## src/rtl/vic_sqrt.sv

```systemverilog
// Merging stage: takes an integer square root of the summed lane squares, two bits a cycle.
module vic_sqrt (
  input  logic        clk,
  input  logic        rst_n,
  input  logic        start,
  input  logic [64:0] radicand,
  output logic        busy,
  output logic [31:0] root
);
  logic [65:0] x_r;
  logic [32:0] res_r;
  logic [65:0] rem_r;
  logic [5:0]  cnt_r;
  logic [67:0] trial;
  logic [67:0] remsh;

  assign remsh = {rem_r, x_r[65:64]};
  assign trial = {33'd0, res_r, 2'b01};

  always_ff @(posedge clk) begin
    if (!rst_n) begin
      cnt_r <= '0;
    end else if (start) begin
      cnt_r <= 6'd33;
      x_r   <= {1'b0, radicand};
      res_r <= '0;
      rem_r <= '0;
    end else if (cnt_r != 6'd0) begin
      cnt_r <= cnt_r - 6'd1;
      x_r   <= {x_r[63:0], 2'b00};
      if (remsh >= trial) begin
        rem_r <= 66'(remsh - trial);
        res_r <= {res_r[31:0], 1'b1};
      end else begin
        rem_r <= remsh[65:0];
        res_r <= {res_r[31:0], 1'b0};
      end
    end
  end

  assign busy = (cnt_r != 6'd0);
  assign root = res_r[31:0];
endmodule

```

## config.mk

```make
export PLATFORM = sky130hd
export DESIGN_NAME = vic_sqrt
export DESIGN_NICKNAME = d
export VERILOG_FILES = /design/src/rtl/vic_sqrt.sv
export SDC_FILE = /design/constraint.sdc
export NUM_CORES = 1
export LEC_CHECK = 0
export ABC_CLOCK_PERIOD_IN_PS = 25100
export BUFFER_PORTS_ARGS = -buffer_cell sky130_fd_sc_hd__buf_2
export CAP_MARGIN = 10
export CELL_PAD_IN_SITES_DETAIL_PLACEMENT = 1
export CELL_PAD_IN_SITES_GLOBAL_PLACEMENT = 1
export CORE_MARGIN = 2
export CORE_UTILIZATION = 27
export DETAILED_ROUTE_END_ITERATION = 8
export PLACE_DENSITY = 0.55
export REMOVE_ABC_BUFFERS = 1
export SLEW_MARGIN = 20
export SYNTH_ARGS = -nofsm -noshare
export SYNTH_HDL_FRONTEND = slang
export SYNTH_SLANG_ARGS = --single-unit
```

## constraint.sdc

```tcl
create_clock -name clk -period 25.1 [get_ports clk]
set_input_delay 5.02 -clock clk [delete_from_list [all_inputs] [get_ports clk]]
set_output_delay 5.02 -clock clk [all_outputs]
set_load 0.005 [all_outputs]
```

# Yosys cells after proc, flatten, opt, wreduce, memory -nomap -nowiden
# Cells that the tools add are included.
# op_classes
addsub,2
order_cmp,1
muxes,8
n_bitwise,1
reduce_logical,4
# ops
operator,n
2-to-1 mux 66 bit,3
>= comparator 68 x 35 -> 1 bit,1
subtractor 66 x 35 -> 66 bit,1
2-to-1 mux 65 bit,1
2-to-1 mux 33 bit,1
2-to-1 mux 6 bit,2
nonzero test 6 bit,1
subtractor 6 x 1 -> 6 bit (second input constant),1
AND reduction 2 bit,1
nonzero test 2 bit,1
OR reduction 2 bit,1
2-to-1 mux 1 bit,1
inverter 1 bit,1
# word_totals
register_bits,171
inputBits,68
output_inout_bits,33
elab_cells,22

# Longest topological paths before layout
# Gate-level depths: netlist of run 1.
# logic_depth
word_depth,3
depth_mapped,13
depth_no_buf,10

# Least setup slack after synthesis of run 1
# OpenSTA, ideal clock, no wires.
# synth_timing
path_kind,input to register
start,input start
end,register rem_r[0] (enable)
setup_time_ns,0.692
arrival_time_ns,12.493
required_time_ns,24.408
slack_ns,11.915
stages,4
n_path_buf,2
cell_sequence,clkbuf_1 > clkbuf_1 > nor2_1 > nor2_1
# synth_between
elab_chain_len,2
# synth_lines
element,line_no,source
"start, declared",5,"input logic start,"
nonzero test 2 bit (no line),n/a,
AND reduction 2 bit (no line),n/a,
"end signal, assigned",32,rem_r <= 66'(remsh - trial);
"end signal, assigned",35,rem_r <= remsh[65:0];
"end, declared",12,logic [65:0] rem_r;
# Every way passes these cells.
# A chain may end at the register's enable or synchronous reset.

# Worst setup path in the final report of run 1
# layout_timing
start,input start
end,register rem_r[19] (enable)
# Same word-level chain as after synthesis.

==> results of run 1 <==
[sequential cells by signal (all words and copies together) (netlist names)]
| register | cells |
|---|---|
| cnt_r | 6 |
| x_r | 66 |
| rem_r | 66 |
| res_r | 33 |
[metrics by stage]
stage                     total power [mW]  hold WS, ps  area, um2  utilization, %
after floorplan                      0.609          470       9830               -
after global placement               0.697          501      11100            29.5
after detailed placement             0.701          506      11100            29.5
after CTS                            0.963          524      11600            30.9
after global routing                  1.01          559      11600            30.9
final                                0.949          514      11600            30.9
[cells in the mapped netlist (2+ instances only)]
cell / number
a2111oi_0: 4
a211oi_1: 12
a21boi_0: 5
a21o_1: 13
a21oi_1: 85
a311oi_1: 2
a41oi_1: 3
and2_1: 3
and3_1: 2
buf_1: 2
buf_4: 32
clkbuf_1: 43
dfxtp_1: 6
edfxtp_1: 165
ha_1: 36
inv_1: 46
mux2_2: 70
nand2_1: 88
nand2b_1: 7
nand3_1: 16
nand3b_1: 5
nand4_1: 14
nor2_1: 103
nor2b_1: 13
nor3_1: 15
nor3b_1: 2
nor4_1: 11
nor4b_1: 3
o211a_1: 3
o211ai_1: 9
o21a_1: 8
o21ai_0: 33
o21bai_1: 7
o221ai_1: 3
o22ai_1: 4
o31ai_1: 17
o41ai_1: 2
or2_2: 3
or3_1: 17
or4_1: 27
or4_4: 2
or4b_2: 2
xnor2_1: 20
xor2_1: 12
[tightest hold or removal path: stages (launching register included)]
cell	delay, ps
dfxtp_1	310
o21ai_0	70
a31oi_1	80
[per-layer routing]
layer / track usage (%) / vias to the layer above / wire length [um]
met5: 0 / - / 27
met4: 3.04 / 4 / 233
met3: 3.85 / 19 / 1260
met2: 22.1 / 144 / 12100
met1: 20.0 / 3794 / 13400
li1: - / 3737 / -
[layout make-up]
type | instances | area (um2)
Fill cell | 4315 | 25900
Sequential cell | 171 | 5070
Multi-Input combinational cell | 693 | 4600
Tap cell | 511 | 639
Timing Repair Buffer | 108 | 567
Clock buffer | 19 | 433
Inverter | 47 | 176
Clock inverter | 13 | 108
[power by group through the flow]
stage | combinational (mW) | clock, mW | sequential [mW]
2_1_floorplan | 0.214 | 0 | 0.395
3_3_place_gp | 0.302 | 0 | 0.396
3_5_place_dp | 0.305 | 0 | 0.396
4_1_cts | 0.307 | 0.266 | 0.390
5_1_grt | 0.342 | 0.275 | 0.395
6_report | 0.303 | 0.256 | 0.390
[cells by family after synthesis]
family,Yosys count,synth area share (%)
AOI/OAI and AO/OA,219,13.6
xor gates and xnor gates,32,2.74
adders and majority gates,36,4.40
buffers and inverters,125,5.76
DFF,171,49.5
muxes,70,7.69
and+or+nand+nor,336,16.3
[final timing paths]
check                   end  slack, ps  cells past startpoint
setup / recovery  rem_r[19]      17970                      4
hold / removal     cnt_r[5]        510                      2
setup reg to reg  rem_r[44]      20590                     10
hold reg to reg    cnt_r[5]        510                      2
==> reports/qor.csv, run 1 <==
stage,metric,value,unit
cells_and_area,finalNetCount,1142,
clock_tree,cts.sinks,171,
synth,synth_cells,989,
sta,setup_tns,0,ps
floorplan,coreArea,37500,um2
critical_path,crit_path_max_fanout,70,
sta,drv_slew,0,
synth,synth_area,10200,um2
routing,drcViolationCount,0,
critical_path,crit_buf_inv,2,
cells_and_area,area_delta_synth_final,13.2,%
sta,fin_skew,12.8,ps
status,outcome,completed,
synth,yosys.area.top_type_share,48.4,%
clock_tree,cts_tree,yes,
floorplan,die_h,199,um
clock_tree,cts_buffers,17,
placed_design,placed_cells,1530,
clock_tree,cts_resized,0,
power_and_ir_drop,intPower,613,uW
critical_path,critPathSlowestCell,buf_4,
clock_tree,cts.reportedPaths.clkPinSlew,60,ps
routing,postRouteAntennaNets,0,
synth,syn_area_per_cell,10.4,um2
grt,grt_pass1_vias,7828,
clock_tree,root_buffer,clkbuf_16,
power_and_ir_drop,power_leakage,4.27,nW
critical_path,slowest_delay,890,ps
grt,antenna_found_initial,2,
floorplan,ios,101,
sta,rsz0062_at_grt,no,
min_path,hp-class,register to register,
synth,ys_ff_latch,171,
placed_design,place_ws,17430,ps
placed_design,io_buffers,100,
synth,yosysWarnings,0,
sta,worst_pin_slew,1120,ps
floorplan,initial_utilization,27.3,%
routing,vias_per_cell,4.93,
synth,synth_edf_count,165,
grt,grt_pass1_wl,44200,um
placed_design,place_hpwl,19100,um
clock_tree,post-cts-setup-buffers,0,
synth,synth-async-reset-ratio,0,%
critical_path,critPathTopFamily,buffers and inverters,
sta,finalSetupViolCount,0,
routing,drtIter0Drc,427,
sta,relSlewSlack,25.1,%
synth,synthFlopType,edfxtp_1,
min_path,min_from,cnt_r[5],
synth,ys_seq_area_share,49.5,%
flow_run,drv_cap,0,
critical_path,worstPathCellList,buf_6 > nor2_1 > nor2_4 > buf_4,
sta,hold_viol,0,
sta,fmax,140,MHz
cells_and_area,num_antenna_cells,0,
cells_and_area,instances_no_fill,1562,
critical_path,crit_type,input pin to register,
critical_path,cp-end-kind,register,
clock_tree,clockBufferDepth,2,
clock_tree,clk_latency,450,ps
power_and_ir_drop,p_sw_share,35.3,%
clock_tree,htree_levels,4,
critical_path,arrival,7200,ps
routing,via_count,7698,
power_and_ir_drop,pwr-share-clk,27.0,%
synth,synth.area.top_cells,"edfxtp_1, mux2_2, ha_1",
floorplan,dieWidth,199,um
synth,synth.distinct_cells,58,
clock_tree,ctsHoldBuffers,0,
power_and_ir_drop,sequentialPowerShare,41.1,%
critical_path,required,25170,ps
sta,setup_slack,17970,ps
power_and_ir_drop,combinationalPowerShare,31.9,%
grt,grt_max_degree,71,
power_and_ir_drop,vdd_drop_max,0.0000457,V
sta,fin_crit,7130,ps
floorplan,row_count,71,
power_and_ir_drop,p_per_area,81.8,nW/um2
grt,grt-ovfl-total,0,
cells_and_area,final_common_cell,edfxtp_1,
critical_path,timing.rr.start,res_r[0],
placed_design,place_congestion,0.768,
sta,min_period_over_period,28.4,%
floorplan,dieArea,39500,um2
power_and_ir_drop,switching_power,335,uW
routing,routed_wl,27000,um
critical_path,startpoint,start,
synth,synth_top_cell_by_area,edfxtp_1,
cells_and_area,drive_gt1_share,21.0,%
routing,wl_per_cell,17.3,um
critical_path,start_kind,input pin,
cells_and_area,layout.cells.most_common_list,"edfxtp_1, nor2_1, buf_2, nand2_1, a21oi_1",
routing,drt_pre_antenna_iters,5,
grt,track_usage,14.3,%
Note: power is estimated with default switching activity, not from simulation.
==> inputs of run 2 (changes only) <==
--- a/config.mk
+++ b/config.mk
@@ -5,7 +5,8 @@
 export SDC_FILE = /design/constraint.sdc
 export NUM_CORES = 1
 export LEC_CHECK = 0
-export ABC_CLOCK_PERIOD_IN_PS = 25100
+export ABC_AREA = 1
+export ABC_CLOCK_PERIOD_IN_PS = 5800
 export BUFFER_PORTS_ARGS = -buffer_cell sky130_fd_sc_hd__buf_2
 export CAP_MARGIN = 10
 export CELL_PAD_IN_SITES_DETAIL_PLACEMENT = 1
@@ -13,7 +14,7 @@
 export CORE_MARGIN = 2
 export CORE_UTILIZATION = 27
 export DETAILED_ROUTE_END_ITERATION = 8
-export PLACE_DENSITY = 0.55
+export PLACE_DENSITY = 0.6
 export REMOVE_ABC_BUFFERS = 1
 export SLEW_MARGIN = 20
 export SYNTH_ARGS = -nofsm -noshare
==> constraint.sdc (replaced) <==
create_clock -name clk -period 5.8 [get_ports clk]
set_input_delay 1.16 -clock clk [delete_from_list [all_inputs] [get_ports clk]]
set_output_delay 1.16 -clock clk [all_outputs]
set_load 0.005 [all_outputs]
==> reports/qor.csv, run 2 <==
stage,metric,value,unit
placed_design,place_ws,2040,ps
cells_and_area,layout.cells.most_common_list,"nand2_1, inv_1, nor2_1, edfxtp_1, buf_2",
placed_design,io_buffers,100,
sta,worst_pin_slew,931,ps
synth,synth_cells,1556,
grt,track_usage,15.9,%
routing,drcViolationCount,0,
clock_tree,cts_resized,0,
clock_tree,clockBufferDepth,2,
power_and_ir_drop,p_sw_share,37.8,%
power_and_ir_drop,pwr-share-clk,27.2,%
grt,grt_pass1_wl,54700,um
synth,synthTopCellsByCount,"nand2_1, inv_1, nor2_1",
floorplan,dieArea,43900,um2
cells_and_area,final_common_cell,nand2_1,
cells_and_area,drive_gt1_share,10.4,%
routing,met3WireLength,1210,um
synth,synth_edf_count,165,
sta,fin_crit,3510,ps
clock_tree,cts_tree,yes,
min_path,hp-class,register to register,
power_and_ir_drop,sequentialPowerShare,39.1,%
routing,drt_pre_antenna_iters,4,
power_and_ir_drop,vdd_drop_max,0.000192,V
clock_tree,cts.reportedPaths.clkPinSlew,70,ps
power_and_ir_drop,intPower,2.64,mW
critical_path,start_kind,register,
sta,fmax,285,MHz
routing,via_count,9749,
sta,setup_tns,0,ps
clock_tree,ctsHoldBuffers,0,
sta,fin_skew,19.7,ps
clock_tree,clk_latency,460,ps
critical_path,r2r_cells,14,
clock_tree,post-cts-setup-buffers,0,
clock_tree,cts_buffers,17,
sta,drv_slew,0,
grt,antenna_found_initial,4,
critical_path,arrival,3720,ps
floorplan,dieWidth,210,um
synth,yosysWarnings,0,
critical_path,timing.rr.start,res_r[1],
min_path,whs_path_depth,2,
synth,synth_most_common_cell,nand2_1,
min_path,min_to,cnt_r[4],
sta,setup_slack,2290,ps
synth,yosys.area.top_type_share,43.4,%
synth,synth_top_cell_by_area,edfxtp_1,
synth,synth_area,11400,um2
routing,routed_wl,33300,um
synth,syn_area_per_cell,7.34,um2
power_and_ir_drop,total_power,4.25,mW
routing,wl_per_cell,15.4,um
clock_tree,htree_levels,4,
synth,ys_seq_area_share,44.5,%
sta,relSlewSlack,37.9,%
clock_tree,cts.sinks,171,
routing,wl_met1,16000,um
critical_path,worstReg2RegEnd,rem_r[41],
critical_path,crit_path_max_fanout,74,
placed_design,place_congestion,0.842,
routing,vias_per_cell,4.51,
sta,hold_viol,0,
flow_run,drv_cap,0,
critical_path,r2r_slack,2290,ps
grt,grt_max_degree,128,
synth,synth.area.top_cells,"edfxtp_1, nand2_1, inv_1",
routing,drtIter0Drc,437,
status,outcome,completed,
power_and_ir_drop,power_leakage,5.90,nW
critical_path,cp-end-kind,register,
sta,finalSetupViolCount,0,
cells_and_area,finalNetCount,1715,
routing,wl_met2,15200,um
synth,synthFlopType,edfxtp_1,
floorplan,initial_utilization,27.3,%
cells_and_area,area_delta_synth_final,12.1,%
critical_path,crit_type,register to register,
floorplan,die_h,210,um
grt,grt_pass1_vias,10400,
floorplan,ios,101,
placed_design,place_hpwl,25700,um
floorplan,coreArea,41900,um2
critical_path,startpoint,res_r[1],
sta,rsz0062_at_grt,no,
routing,postRouteAntennaNets,0,
critical_path,required,6010,ps
floorplan,row_count,75,
min_path,min_from,cnt_r[4],
synth,synth.distinct_cells,40,
power_and_ir_drop,switching_power,1.61,mW
grt,grt-ovfl-total,0,
routing,routed.top_layer,met5,
synth,synth-async-reset-ratio,0,%
sta,min_period_over_period,60.5,%
power_and_ir_drop,combinationalPowerShare,33.6,%
power_and_ir_drop,p_per_area,332,nW/um2
cells_and_area,top_regs,"rem_r: 66 flops, x_r: 66 flops, res_r: 33 flops",
synth,ys_ff_latch,171,
clock_tree,root_buffer,clkbuf_16,
==> run 2: cell count changes after synthesis, sizes merged, moves of 12 or more <==
cell and change:
a21o -13, clkbuf -18, inv +161, mux2 -70, nand2 +510, nand3 +27, nor2 +102, nor2b -12
o21ai +19, o31ai -17, or3 -17, or4 -29, xnor2 +12
==> run 2: logic make-up (layout without fill, tap and decap cells) <==
logic type                 count (synthesis)  in the layout  share of synthesized area, %
DFF                                      171            171                          44.5
buffers and inverters                    276            343                          10.6
xor gates and xnor gates                  33             33                          2.53
other                                      0              2                             0
adders and majority gates                 36             36                          3.95
AOI/OAI and AO/OA                        139            139                          6.77
and+or+nand+nor                          901            901                          31.7
==> run 2: worst max-delay path, stage by stage, from the launching register on <==
cell and delay, ps:
edfxtp_1 380, inv_1 100, ha_1 290, nand2_1 90
nand2_1 90, or2_1 320, nand2_1 120, nand3_2 150
nand2_2 130, nand3_4 660, buf_4 540, nand3_1 160
nand2_1 60, nand2_1 50, nor2_1 50
==> run 2: metrics by stage <==
step | cell area [um2] | utilization (%) | instances | hold WS, ps
final | 12800 | 30.6 | 2164 | 495
after global routing | 12800 | 30.6 | 2164 | 527
after CTS | 12800 | 30.6 | 2162 | 498
after detailed placement | 12200 | 29.2 | 2131 | 486
after global placement | 12200 | 29.2 | 2131 | 465
after floorplan | 11000 | - | 1487 | 457
==> run 2: worst max path at each step <==
stage / end / slack [ps]
finish: rem_r[41] / 2290
global route: rem_r[41] / 1920
floorplan: rem_r[0] / -5280
detailed placement: rem_r[33] / 2040
CTS: rem_r[41] / 2270
global placement: rem_r[34] / 2050
==> run 2: final cells by class <==
cell class | instances | area, um2
multi-input cells | 1109 | 5150
diodes | 2 | 5.00
well taps | 539 | 674
fillers | 5240 | 29100
repair buffers | 105 | 553
flip-flops and latches | 171 | 5070
clock inverters | 14 | 143
clock buffers | 17 | 425
inverters | 207 | 778
==> run 2: per-layer routing <==
| metal | global-route usage (%) | vias to the layer above |
|---|---|---|
| met5 | 0 | - |
| met4 | 5.99 | 2 |
| met3 | 3.04 | 40 |
| met2 | 26.3 | 148 |
| met1 | 20.6 | 4564 |
| li1 | - | 4995 |
==> run 2: power groups by stage <==
stage | Clock [mW] | Sequential (mW) | Combinational, mW
final | 1.16 | 1.66 | 1.43
after global routing | 1.23 | 1.68 | 1.62
after CTS | 1.19 | 1.66 | 1.45
after detailed placement | 0 | 1.69 | 1.44
after global placement | 0 | 1.69 | 1.42
after floorplan | 0 | 1.69 | 0.992
==> inputs of run 3 (changes only) <==
--- a/config.mk
+++ b/config.mk
@@ -5,8 +5,8 @@
 export SDC_FILE = /design/constraint.sdc
 export NUM_CORES = 1
 export LEC_CHECK = 0
-export ABC_AREA = 1
-export ABC_CLOCK_PERIOD_IN_PS = 5800
+export ABC_AREA = 0
+export ABC_CLOCK_PERIOD_IN_PS = 3550
 export BUFFER_PORTS_ARGS = -buffer_cell sky130_fd_sc_hd__buf_2
 export CAP_MARGIN = 10
 export CELL_PAD_IN_SITES_DETAIL_PLACEMENT = 1
@@ -14,7 +14,7 @@
 export CORE_MARGIN = 2
 export CORE_UTILIZATION = 27
 export DETAILED_ROUTE_END_ITERATION = 8
-export PLACE_DENSITY = 0.6
+export PLACE_DENSITY = 0.55
 export REMOVE_ABC_BUFFERS = 1
 export SLEW_MARGIN = 20
 export SYNTH_ARGS = -nofsm -noshare
==> constraint.sdc (replaced) <==
create_clock -name clk -period 3.55 [get_ports clk]
set_input_delay 0.71 -clock clk [delete_from_list [all_inputs] [get_ports clk]]
set_output_delay 0.71 -clock clk [all_outputs]
set_load 0.005 [all_outputs]
==> reports/qor.csv, run 3 (synthesis gave the netlist of run 1 again) <==
stage,metric,value,unit
cells_and_area,area_delta_synth_final,23.5,%
clock_tree,cts_buffers,17,
power_and_ir_drop,vdd_drop_max,0.000349,V
clock_tree,cts_tree,yes,
sta,rsz0062_at_grt,yes,
routing,drtIter0Drc,379,
floorplan,initial_utilization,27.3,%
power_and_ir_drop,p_sw_share,35.4,%
clock_tree,clk_latency,450,ps
floorplan,coreArea,37500,um2
critical_path,arrival,3900,ps
status,outcome,"complete, but fails checks",
cells_and_area,final_common_cell,edfxtp_1,
routing,drt_pre_antenna_iters,4,
clock_tree,htree_levels,4,
cells_and_area,instances_no_fill,1639,
placed_design,place_congestion,0.841,
grt,grt_pass1_wl,46000,um
clock_tree,ctsHoldBuffers,0,
sta,relSlewSlack,54.5,%
cells_and_area,drive_gt1_share,30.8,%
power_and_ir_drop,p_per_area,563,nW/um2
placed_design,placed_cells,1591,
floorplan,dieWidth,199,um
sta,fmax,280,MHz
grt,track_usage,14.9,%
critical_path,cp-end-kind,register,
flow_run,drv_cap,0,
power_and_ir_drop,switching_power,2.52,mW
critical_path,crit_path_max_fanout,9,
clock_tree,cts.sinks,171,
cells_and_area,top_regs,"rem_r: 66 flops, x_r: 66 flops, res_r: 33 flops",
floorplan,ios,101,
clock_tree,clockBufferDepth,2,
floorplan,die_h,199,um
min_path,hp-class,input pin to register,
routing,wl_per_cell,17.7,um
sta,setup_slack,-24.3,ps
sta,worst_pin_slew,683,ps
placed_design,place_hpwl,20800,um
power_and_ir_drop,power_leakage,4.79,nW
routing,via_count,8029,
critical_path,start_kind,register,
sta,hold_ws,504,ps
routing,vias_per_cell,4.90,
power_and_ir_drop,intPower,4.60,mW
status,failed_checks,negative setup slack,
clock_tree,root_buffer,clkbuf_16,
power_and_ir_drop,sequentialPowerShare,38.7,%
power_and_ir_drop,pwr-share-clk,27.0,%
sta,drv_slew,0,
critical_path,crit_type,register to register,
grt,grt_pass1_vias,8368,
sta,hold_viol,0,
grt,grt-ovfl-total,0,
critical_path,required,3870,ps
cells_and_area,layout.cells.most_common_list,"edfxtp_1, nor2_1, buf_2, nand2_1, a21oi_1",
placed_design,io_buffers,100,
floorplan,dieArea,39500,um2
sta,fin_skew,12.8,ps
sta,finalSetupViolCount,2,
cells_and_area,num_antenna_cells,0,
routing,postRouteAntennaNets,0,
power_and_ir_drop,total_power,7.13,mW
grt,antenna_found_initial,0,
floorplan,row_count,71,
sta,min_period_over_period,101,%
clock_tree,cts.reportedPaths.clkPinSlew,80,ps
routing,routed_wl,29000,um
grt,grt_max_degree,63,
power_and_ir_drop,combinationalPowerShare,34.3,%
routing,drcViolationCount,0,
sta,fin_crit,3570,ps
cells_and_area,finalNetCount,1219,
-- run 3: cell types whose count changed in the layout (fill, tap and decap cells not counted), moves of 13 or more --
cell / change
nand2_1: -508
inv_1: -156
nor2_1: -96
mux2_2: +67
buf_4: +60
nand3_1: -26
or3_1: +17
or4_1: +16
o31ai_1: +14
a21o_1: +13
or4_4: +13
-- run 3: metal layers --
layer	track usage [%]	vias up	routed length [um]
met4	3.10	0	226
li1	-	3900	-
met5	0	-	0
met3	3.71	13	1150
met2	23.7	128	13400
met1	20.5	3988	14200
-- run 3: worst max-delay path, stage by stage, from the launching register on --
cell	delay, ps
edfxtp_1	390
or4_4	550
or4b_4	560
or4_4	450
nor3_4	240
o211a_4	230
nor2_4	60
buf_6	150
buf_4	130
buf_6	130
or4_4	470
nand3_2	70
-- run 3: timing repair --
action	in CTS	in global routing
setup buffers	1	13
resized for setup	5	76
cloned	0	3
setup endpoints to repair	20	53
pin swaps	3	39
-- run 3: metrics by stage --
| stage | setup slack (ps) | instance area [um2] | util [%] | setup TNS [ps] |
|---|---|---|---|---|
| after global placement | -61.5 | 11600 | 30.9 | -284 |
| after floorplan | -4960 | 9830 | - | -841520 |
| after global routing | -130 | 12700 | 33.8 | -1300 |
| after detailed placement | -140 | 11600 | 30.9 | -1170 |
| after CTS | 2.96 | 12200 | 32.5 | 0 |
| final | -24.3 | 12700 | 33.8 | -40.6 |
-- run 3: final cells by class --
cell class	instances	area [um2]
Fill cell	4271	24800
Timing Repair Buffer	185	1280
Multi-Input combinational cell	693	4900
Inverter	47	176
Clock inverter	14	156
Clock buffer	18	429
Tap cell	511	639
Sequential cell	171	5070
-- run 3: worst paths after layout --
check                                from        end  slack, ps  depth (start not counted)
worst max register to register  rem_r[54]  rem_r[26]        -20                         11
worst min-delay path                rst_n   cnt_r[0]        500                          2
worst max-delay path            rem_r[54]  rem_r[26]        -20                         11
worst min register to register   cnt_r[1]   cnt_r[1]        530                          2
-- run 3: power by group through the flow --
stage                     clock network (mW)  logic (mW)  registers [mW]
final                                   1.93        2.44            2.76
after global routing                    2.05        2.74            2.80
after CTS                               2.00        2.37            2.75
after detailed placement                   0        2.35            2.79
after global placement                     0        2.32            2.79
after floorplan                            0        1.51            2.79
